<file path="config.mk">
export PLATFORM = sky130hd
export DESIGN_NAME = hsv_to_rgb_converter
export DESIGN_NICKNAME = d
export VERILOG_FILES = /design/src/sv/hsvrgb_pkg.sv /design/src/sv/hsv_to_rgb_converter.sv /design/src/sv/hsvrgb_hue.sv /design/src/sv/hsvrgb_div.sv
export SDC_FILE = /design/constraint.sdc
export NUM_CORES = 2
export LEC_CHECK = 0
export BUFFER_PORTS_ARGS = -buffer_cell sky130_fd_sc_hd__buf_2
export CORE_ASPECT_RATIO = 0.6
export CORE_MARGIN = 3
export CORE_UTILIZATION = 50
export CTS_BUF_LIST = sky130_fd_sc_hd__clkbuf_4 sky130_fd_sc_hd__clkbuf_8
export CTS_CLUSTER_DIAMETER = 150
export DETAILED_ROUTE_END_ITERATION = 12
export PLACE_DENSITY = 0.63
export SYNTH_ARGS = -nofsm -noshare
export SYNTH_HDL_FRONTEND = slang
export SYNTH_SLANG_ARGS = --single-unit
</file>
<file path="constraint.sdc">
create_clock -name clk_i -period 8.74 [get_ports clk_i]
set_input_delay 0 -clock clk_i [delete_from_list [all_inputs] [get_ports clk_i]]
set_output_delay 0 -clock clk_i [all_outputs]
set_load 0.005 [all_outputs]
</file>
<file path="src/sv/hsvrgb_pkg.sv">
// ----------------------------------------------------------------------------
// HSV to RGB converter package
// Shared widths, fixed-point constants, sector codes and the hue-path struct.
// ----------------------------------------------------------------------------
`default_nettype none

package hsvrgb_pkg;

  // Fraction format: (1 << FRACTION_BITS) is 1.0
  localparam int unsigned FRACTION_BITS = 16;
  localparam int unsigned CHAN_W        = FRACTION_BITS + 1;
  localparam logic [CHAN_W-1:0] ONE_FIX = {1'b1, {FRACTION_BITS{1'b0}}};

  // Hue in 1/256 degree
  localparam int unsigned HUE_W      = 24;
  localparam int unsigned HUE_FULL   = 360 * 256;
  localparam int unsigned HUE_SECTOR = HUE_FULL / 6;
  localparam int unsigned HUE_DOUBLE = 2 * HUE_SECTOR;
  localparam int unsigned HM_W       = $clog2(HUE_FULL);
  localparam int unsigned WGT_W      = $clog2(HUE_SECTOR + 1);

  // Reciprocal for hue mod 360 degrees: quotient estimate is exact or one low
  localparam int unsigned HUE_SHIFT   = HUE_W + 8;
  localparam int unsigned HUE_RECIP_W = HUE_SHIFT - $clog2(HUE_FULL) + 1;
  localparam logic [HUE_RECIP_W-1:0] HUE_RECIP =
    HUE_RECIP_W'((64'd1 << HUE_SHIFT) / HUE_FULL);
  localparam int unsigned HUE_QUO_W   = HUE_W - $clog2(HUE_FULL) + 1;

  // Reciprocal for the divide by one sector width in the x path
  localparam int unsigned PROD_W      = CHAN_W + WGT_W;
  localparam int unsigned DIV_RECIP_W = PROD_W - $clog2(HUE_SECTOR) + 1;
  localparam logic [DIV_RECIP_W-1:0] DIV_RECIP =
    DIV_RECIP_W'((64'd1 << PROD_W) / HUE_SECTOR);

  // 60-degree sectors
  typedef enum logic [2:0] {
    SEC_RED_YELLOW   = 3'd0,
    SEC_YELLOW_GREEN = 3'd1,
    SEC_GREEN_CYAN   = 3'd2,
    SEC_CYAN_BLUE    = 3'd3,
    SEC_BLUE_MAGENTA = 3'd4,
    SEC_MAGENTA_RED  = 3'd5
  } sector_e;

  // Hue path result: sector and weight (distance, or sector width - distance in odd sectors)
  typedef struct packed {
    sector_e            sector;
    logic [WGT_W-1:0]   weight;
  } hue_info_t;

  // Saturate a fraction to 1.0
  function automatic logic [CHAN_W-1:0] clamp_one(input logic [CHAN_W-1:0] f);
    return (f > ONE_FIX) ? ONE_FIX : f;
  endfunction

endpackage

`default_nettype wire

</file>
<file path="src/sv/hsv_to_rgb_converter.sv">
// ----------------------------------------------------------------------------
// HSV to RGB converter
// Fixed-point hue/saturation/value to red/green/blue, fully pipelined.
// ----------------------------------------------------------------------------
// Throughput: one request per cycle; busy_o stays low, every stage is a
//   free-running register with a valid bit alongside.
// Reset: asynchronous, active low; clears the valid pipeline only.
// The receiver cannot stall, so results leave on the strobe cycle.
`default_nettype none

module hsv_to_rgb_converter import hsvrgb_pkg::*; (
  input  wire logic              clk_i,
  input  wire logic              rst_ni,
  input  wire logic              start_i,
  output logic                   busy_o,
  input  wire logic [HUE_W-1:0]  hue_i,
  input  wire logic [CHAN_W-1:0] saturation_i,
  input  wire logic [CHAN_W-1:0] brightness_i,
  output logic                   valid_o,
  output logic      [CHAN_W-1:0] red_o,
  output logic      [CHAN_W-1:0] green_o,
  output logic      [CHAN_W-1:0] blue_o
);

  localparam int unsigned DEPTH = 7;

  logic [DEPTH-1:0]    vld_d, vld_q;
  logic [CHAN_W-1:0]   s_cl, v_cl;
  logic [2*CHAN_W-1:0] p1_q;
  logic [CHAN_W-1:0]   v1_q, v2_q;
  logic [CHAN_W-1:0]   c2_q, c3_q, c4_q, c5_q, c6_q;
  logic [CHAN_W-1:0]   m3_q, m4_q, m5_q, m6_q;
  sector_e             sec4_q, sec5_q, sec6_q;
  hue_info_t           info3;
  logic [PROD_W-1:0]   prod4_q;
  logic [CHAN_W-1:0]   x6;
  logic [CHAN_W-1:0]   r7, g7, b7;
  logic [CHAN_W-1:0]   red_d, green_d, blue_d;
  logic [CHAN_W-1:0]   red_q, green_q, blue_q;

  assign busy_o = 1'b0;

  // Valid bits travel with the data
  assign vld_d = {vld_q[DEPTH-2:0], start_i};

  always_ff @(posedge clk_i or negedge rst_ni) begin
    if (!rst_ni) begin
      vld_q <= '0;
    end else begin
      vld_q <= vld_d;
    end
  end

  // Hue path, stages 1..3
  hsvrgb_hue u_hue (
    .clk_i  (clk_i),
    .hue_i  (hue_i),
    .info_o (info3)
  );

  // Stage 1: clamp and chroma product
  assign s_cl = clamp_one(saturation_i);
  assign v_cl = clamp_one(brightness_i);

  always_ff @(posedge clk_i) begin
    p1_q <= (2*CHAN_W)'(v_cl) * (2*CHAN_W)'(s_cl);
    v1_q <= v_cl;
  end

  // Stage 2: chroma
  always_ff @(posedge clk_i) begin
    c2_q <= CHAN_W'(p1_q >> FRACTION_BITS);
    v2_q <= v1_q;
  end

  // Stage 3: offset m = v - c
  always_ff @(posedge clk_i) begin
    c3_q <= c2_q;
    m3_q <= v2_q - c2_q;
  end

  // Stage 4: c * weight
  always_ff @(posedge clk_i) begin
    prod4_q <= PROD_W'(c3_q) * PROD_W'(info3.weight);
    c4_q    <= c3_q;
    m4_q    <= m3_q;
    sec4_q  <= info3.sector;
  end

  // Stages 5..6: x = floor(c * weight / sector width)
  hsvrgb_div u_div (
    .clk_i  (clk_i),
    .prod_i (prod4_q),
    .quo_o  (x6)
  );

  always_ff @(posedge clk_i) begin
    c5_q   <= c4_q;
    m5_q   <= m4_q;
    sec5_q <= sec4_q;
    c6_q   <= c5_q;
    m6_q   <= m5_q;
    sec6_q <= sec5_q;
  end

  // Stage 7: route c and x by sector, add m
  always_comb begin
    r7 = '0;
    g7 = '0;
    b7 = '0;
    unique case (sec6_q)
      SEC_RED_YELLOW:   begin r7 = c6_q; g7 = x6;   end
      SEC_YELLOW_GREEN: begin r7 = x6;   g7 = c6_q; end
      SEC_GREEN_CYAN:   begin g7 = c6_q; b7 = x6;   end
      SEC_CYAN_BLUE:    begin g7 = x6;   b7 = c6_q; end
      SEC_BLUE_MAGENTA: begin r7 = x6;   b7 = c6_q; end
      default:          begin r7 = c6_q; b7 = x6;   end
    endcase
    red_d   = r7 + m6_q;
    green_d = g7 + m6_q;
    blue_d  = b7 + m6_q;
  end

  always_ff @(posedge clk_i) begin
    red_q   <= red_d;
    green_q <= green_d;
    blue_q  <= blue_d;
  end

  assign valid_o = vld_q[DEPTH-1];
  assign red_o   = red_q;
  assign green_o = green_q;
  assign blue_o  = blue_q;

endmodule

`default_nettype wire

</file>
<file path="src/sv/hsvrgb_hue.sv">
// ----------------------------------------------------------------------------
// HSV to RGB hue path
// Three register stages: reciprocal quotient, modulo 360 fixup, sector/weight.
// ----------------------------------------------------------------------------
`default_nettype none

module hsvrgb_hue import hsvrgb_pkg::*; (
  input  wire logic             clk_i,
  input  wire logic [HUE_W-1:0] hue_i,
  output hue_info_t             info_o
);

  localparam int unsigned HP_W = HUE_W + HUE_RECIP_W;

  logic [HUE_W-1:0]     hue1_q;
  logic [HUE_QUO_W-1:0] quo1_q;
  logic [HP_W-1:0]      hue_prod;
  logic [HUE_W-1:0]     rem2;
  logic [HM_W-1:0]      hm2_d, hm2_q;
  logic [4:0]           ge3;
  logic [HM_W-1:0]      base3;
  logic [HM_W-1:0]      t3;
  logic                 odd3;
  hue_info_t            info3_d, info3_q;

  // Stage 1: quotient estimate by reciprocal multiply
  assign hue_prod = HP_W'(hue_i) * HP_W'(HUE_RECIP);

  always_ff @(posedge clk_i) begin
    hue1_q <= hue_i;
    quo1_q <= HUE_QUO_W'(hue_prod >> HUE_SHIFT);
  end

  // Stage 2: remainder with one correction step
  always_comb begin
    rem2 = hue1_q - HUE_W'(quo1_q) * HUE_W'(HUE_FULL);
    if (rem2 >= HUE_W'(HUE_FULL)) begin
      hm2_d = HM_W'(rem2 - HUE_W'(HUE_FULL));
    end else begin
      hm2_d = HM_W'(rem2);
    end
  end

  always_ff @(posedge clk_i) begin
    hm2_q <= hm2_d;
  end

  // Stage 3: sector from threshold compares, triangle weight
  always_comb begin
    for (int k = 0; k < 5; k++) begin
      ge3[k] = (hm2_q >= HM_W'((k + 1) * HUE_SECTOR));
    end
    odd3 = ^ge3;
    if (ge3[3]) begin
      base3 = HM_W'(2 * HUE_DOUBLE);
    end else if (ge3[1]) begin
      base3 = HM_W'(HUE_DOUBLE);
    end else begin
      base3 = '0;
    end
    t3 = hm2_q - base3;
    if (odd3) begin
      info3_d.weight = WGT_W'(HM_W'(HUE_DOUBLE) - t3);
    end else begin
      info3_d.weight = WGT_W'(t3);
    end
    if (ge3[4]) begin
      info3_d.sector = SEC_MAGENTA_RED;
    end else if (ge3[3]) begin
      info3_d.sector = SEC_BLUE_MAGENTA;
    end else if (ge3[2]) begin
      info3_d.sector = SEC_CYAN_BLUE;
    end else if (ge3[1]) begin
      info3_d.sector = SEC_GREEN_CYAN;
    end else if (ge3[0]) begin
      info3_d.sector = SEC_YELLOW_GREEN;
    end else begin
      info3_d.sector = SEC_RED_YELLOW;
    end
  end

  always_ff @(posedge clk_i) begin
    info3_q <= info3_d;
  end

  assign info_o = info3_q;

endmodule

`default_nettype wire

</file>
<file path="src/sv/hsvrgb_div.sv">
// ----------------------------------------------------------------------------
// HSV to RGB sector divider
// Two register stages: floor(prod / sector width) by reciprocal and fixup.
// ----------------------------------------------------------------------------
`default_nettype none

module hsvrgb_div import hsvrgb_pkg::*; (
  input  wire logic              clk_i,
  input  wire logic [PROD_W-1:0] prod_i,
  output logic      [CHAN_W-1:0] quo_o
);

  localparam int unsigned DP_W = PROD_W + DIV_RECIP_W;

  logic [DP_W-1:0]   div_prod;
  logic [PROD_W-1:0] prod1_q;
  logic [CHAN_W-1:0] quo1_q;
  logic [PROD_W-1:0] rem2;
  logic [CHAN_W-1:0] quo2_d, quo2_q;

  // Stage 1: estimate, exact or one low
  assign div_prod = DP_W'(prod_i) * DP_W'(DIV_RECIP);

  always_ff @(posedge clk_i) begin
    prod1_q <= prod_i;
    quo1_q  <= CHAN_W'(div_prod >> PROD_W);
  end

  // Stage 2: remainder check and increment
  always_comb begin
    rem2 = prod1_q - PROD_W'(quo1_q) * PROD_W'(HUE_SECTOR);
    if (rem2 >= PROD_W'(HUE_SECTOR)) begin
      quo2_d = quo1_q + CHAN_W'(1);
    end else begin
      quo2_d = quo1_q;
    end
  end

  always_ff @(posedge clk_i) begin
    quo2_q <= quo2_d;
  end

  assign quo_o = quo2_q;

endmodule

`default_nettype wire
</file>
# After elaboration in Yosys (flattened, before gate mapping)
# Index checks and enable logic that the tools add are counted.
# W data, S select, Z words.
# word_totals
regBits	449
latch_bits	0
mem_bits_rw	0
rom_bits	0
inputBits	61
elab_cells	81
mem_count	0
# classes
addsub	10
mul	6
n_div	0
n_lt_le_gt_ge	9
n_eq_ne	4
shift	0
mux	14
n_bitwise	0
reduce_logical	9
# op_table
op	n
$pmux W17 S2	3
$mux W17	4
$add A17 B17 Y17	3
$mul A31 B17 Y47 const B	1
$mux W14	3
$mul A24 B16 Y40 const B	1
$ge A17 B16 Y1 const B	2
$gt A17 B17 Y1 const B	2
$mul A17 B17 Y33	1
$ge A31 B14 Y1 const B	1
$mul A17 B14 Y31	1
$sub A31 B31 Y31	1
$ge A24 B17 Y1 const B	1
$sub A24 B24 Y24	1
$mul A17 B4 Y21 const B	1
$add A17 B1 Y17 const B	1
$ge A17 B14 Y1 const B	1
$ge A17 B15 Y1 const B	1
$ge A17 B17 Y1 const B	1
$sub A17 B17 Y17	1
$sub A17 B17 Y17 const B	1
$reduce_or A2 Y1	7
$sub A14 B14 Y14	1
$sub A14 B14 Y14 const A	1
other kinds (8)	11

# Logic depth before layout (Yosys ltp)
# logic_depth
word_depth	6
mapped_depth	30

# Hierarchy
# A second synthesis with hierarchy kept.
# hier_totals
hier_cells	4579
hier_area_um2	43954.7
# modules_own_cells
mod	n_inst	cells_each	area_each_um2	seq_area_each_um2
hsv_to_rgb_converter	1	2751	26148.8	6080.8
hsvrgb_hue	1	927	9270.1	1321.3
hsvrgb_div	1	901	8535.7	1101.1

# Least setup slack after synthesis
# Ideal clock, no wire load.
# synth_path
kind	input-to-reg
start	input brightness_i[4]
end	register p1_q[32]
setup_time_ps	72
t_arrival_ps	6536
required_ps	8668
setup_slack_ps	2132
cell_stages	27
path_cell_list	nor4_1 -> nand4_1 -> nand2_1 -> clkbuf_1 -> nand2_1 -> inv_1 -> clkbuf_1 -> nand2_1 -> fa_1 -> fa_1 -> inv_1 -> fa_1 -> fa_1 -> fa_1 -> inv_1 -> fa_1 -> inv_1 -> ha_1 -> a211oi_1 -> nor2b_1 -> o31a_1 -> nor3_1 -> o21ai_0 -> a21boi_0 -> o41a_1 -> a21oi_1 -> xnor2_1
# synth_between
elab_chain_len	3
# synth_lines
element	line	rtl
start, declared	hsv_to_rgb_converter.sv:18	input wire logic [CHAN_W-1:0] brightness_i,
$gt A17 B17 Y1	hsvrgb_pkg.sv:53	return (f > ONE_FIX) ? ONE_FIX : f;
$mux W17	hsvrgb_pkg.sv:53	
via v_cl[14]	hsv_to_rgb_converter.sv:28	logic [CHAN_W-1:0] s_cl, v_cl;
$mul A17 B17 Y33	hsv_to_rgb_converter.sv:66	p1_q <= (2*CHAN_W)'(v_cl) * (2*CHAN_W)'(s_cl);
end signal, assigned	hsv_to_rgb_converter.sv:66	
end, declared	hsv_to_rgb_converter.sv:29	logic [2*CHAN_W-1:0] p1_q;
# The timed path passes the listed nets, and every way through them passes these cells.
# A chain may end at the register's enable or synchronous reset.

# Worst setup path after layout
# layout_path
start	input brightness_i[11]
end	register p1_q[32]
# layout_between
elab_chain_len	3
# layout_lines
element	line
$gt A17 B17 Y1	hsvrgb_pkg.sv:53
$mux W17 *	hsvrgb_pkg.sv:53
$mul A17 B17 Y33 *	hsv_to_rgb_converter.sv:66
# Every way passes the cells marked *; elsewhere a longest branch is shown, timed or not.

==> reports/results.tsv <==
metric	value	unit
DRC Markers	0	
largest cells by area after synthesis	fa_1 (29%), dfxtp_1 (19%), ha_1 (19%), inv_1 (8.0%), nand2_1 (3.5%)	
Req. time, crit path	9340	ps
Crit Path Category	in -> reg	
total CTS buffers	68	
unrepaired setup endpoints after global routing	false	
# Max-Cap Violations	0	
top-area cell type share of the netlist area	29.4	%
PortBufs	112	
I/O pins	114	
number of fill cells	7552	
Distinct cells, synth	82	
DP HPWL	87800	um
Placer Congestion	0.974	
Synth-to-Final Area Change	9.10	%
total track usage	24.2	%
part of the cycle the worst path needs	93.5	%
TritonCTS sink count	423	
synthesized cell area	0.0428	mm2
# setup viols final	0	
sequential fraction of the synthesis area	19.9	%
most numerous cell in the Yosys netlist	inv_1	
clk root buf	clkbuf_8	
antenna violations before repair	3	
Fin Setup TNS	0	ps
slew margin rel.	19.9	%
Syn Inst Count	4401	
largest net degree at the start of global routing	24	
ys async rst share	1.65	%
Final Hold Viols	0	
TritonRoute pass-1 iters	7	
Mapped Nets	5727	
clk_skew	38.7	ps
initial detailed-routing violation count	2253	
Top FF cell, synth	dfxtp_1	
remaining antenna violation count	0	
effective utilization at floorplan	50.8	%
DR WL/cell	18.2	um
yosys warns	0	
Syn Area/Cell	9.71	um2
status	complete, no violations	
max FFs per register	31	
max-slew violations	0	
fin crit period	8170	ps
DR vias/cell	5.14	
Resized cells post-CTS	0	
first-pass GRT wire length	167000	um
Crit-path slowest cell	nor3_1	
crit-path max cell delay	820	ps
Rows	82	
WP data arrival	8780	ps
Die Area	0.0892	mm2
die extent in x	384	um
Reg2Reg Setup Slack	1570	ps
total wire length	105000	um
Core Box Area	0.0841	mm2
area leader, netlist	fa_1	
share of cells above drive strength 1	6.14	%
Storage cell area	0.00850	mm2
worst min-delay path category	in -> reg	
crit end category	flop	
Commonest cells post-synth	inv_1 (911), ha_1 (638), fa_1 (627)	
worst-path fanout max	18	
Die Height	233	um
clock slew at reported path FFs	60	ps
Final nets	5902	
# H-tree levels	3	
type of origin of the critical path	input port	
area of the multi-input gates	0.0305	mm2
clk_lat worst skew	740	ps
via count	29600	
vias in the first global route	29500	
biggest regs	prod4_q: 31 flops, u_hue.hue1_q: 24 flops, u_div.prod1_q: 21 flops	
Most flops, register	prod4_q	
CTS tree	yes	
fmax	122	MHz
flops & latches, synth	423	
Slew @ Worst Pin	1200	ps
GRT overflow	0	
number of synthesized flops with an enable pin	0	
maximum clock path buffer count	3	
## cell usage in the layout, fill, tap and decap left out, types with 15 or more instances in the layout
cell and instances:
nor4_1 16, o21a_1 27, inv_1 911, a22o_1 48, nor3_1 46, nor2_1 235
nand2_1 395, o21bai_1 32, a21oi_1 137, buf_2 112, and2_1 137, fa_1 627
dfxtp_1 416, xnor2_1 147, o21ai_0 78, a211oi_1 17, ha_1 638, nor2b_1 36
and3_1 30, a21o_1 44, buf_4 26, xor2_1 58, nand4_1 15, dlygate4sd3_1 48
clkbuf_8 76, nand3_1 35
## critical path: cells and delay by family
kind | cells | cell delay, ps
compound gates | 6 | 1470
xor+xnor | 1 | 120
simple gates | 7 | 2350
buf+inv | 8 | 1510
fa+ha+maj | 7 | 3300
## metrics by stage
stage / util, % / area, um2 / instances / hold WS [ps] / setup WS, ps
CTS: 55.4 / 46600 / 5762 / 13.5 / 822
floorplan: - / 42800 / 4401 / -296 / 2130
global route: 55.4 / 46600 / 5762 / 79.9 / 218
finish: 55.4 / 46600 / 5765 / 103 / 568
global placement: 53.0 / 44600 / 5592 / -162 / 703
detailed placement: 53.0 / 44600 / 5592 / -161 / 572
## metal layers
metal	wire length (um)	share of wire, %	global-route usage [%]
met1	54100	52	38.7
met2	37800	36	30.3
met3	11700	11	9.14
met4	1300	1.2	4.06
met5	0	0	0
## repair_timing
item | 4_1_cts | 5_1_grt
setup buffers | 0 | 0
hold endpoints to repair | 41 | 0
hold buffers | 48 | 0
## logic make-up (layout without fill, tap and decap cells)
family          after synthesis  after routing  share of synthesized area [%]
simple gates               1004           1004                           10.9
buf+inv                     997           1224                           8.78
xor+xnor                    205            205                           4.20
compound gates              501            501                           8.02
fa+ha+maj                  1265           1265                           48.0
mux                           5              5                          0.120
flops                       423            423                           19.9
other cells                   1              4                        0.00877
## area by class of cell
type | instances | share of cell area (%)
Multi-Input combinational cell | 2981 | 65.4
Timing Repair Buffer | 186 | 2.65
Clock inverter | 35 | 0.885
Sequential cell | 423 | 18.2
Antenna cell | 3 | 0.0161
Inverter | 916 | 7.37
Clock buffer | 87 | 2.42
Tap cell | 1134 | 3.04
## worst paths after layout
path,cells after the start,endpoint,startpoint
min in group asynchronous,3,vld_q[3]$_DFF_PN0_,rst_ni
max in group asynchronous,3,vld_q[0]$_DFF_PN0_,rst_ni
min reg2reg,0,c2_q[6]$_DFF_P_,p1_q[22]$_DFF_P_
max,29,p1_q[32]$_DFF_P_,brightness_i[11]
max reg2reg,27,u_div.quo_o[16]$_DFF_P_,u_div.quo1_q[0]$_DFF_P_
min,2,u_hue.hue1_q[12]$_DFF_P_,hue_i[12]
Power is not shown: default switching activity piles up to over one toggle a cycle in this logic, so the estimate is an artifact.
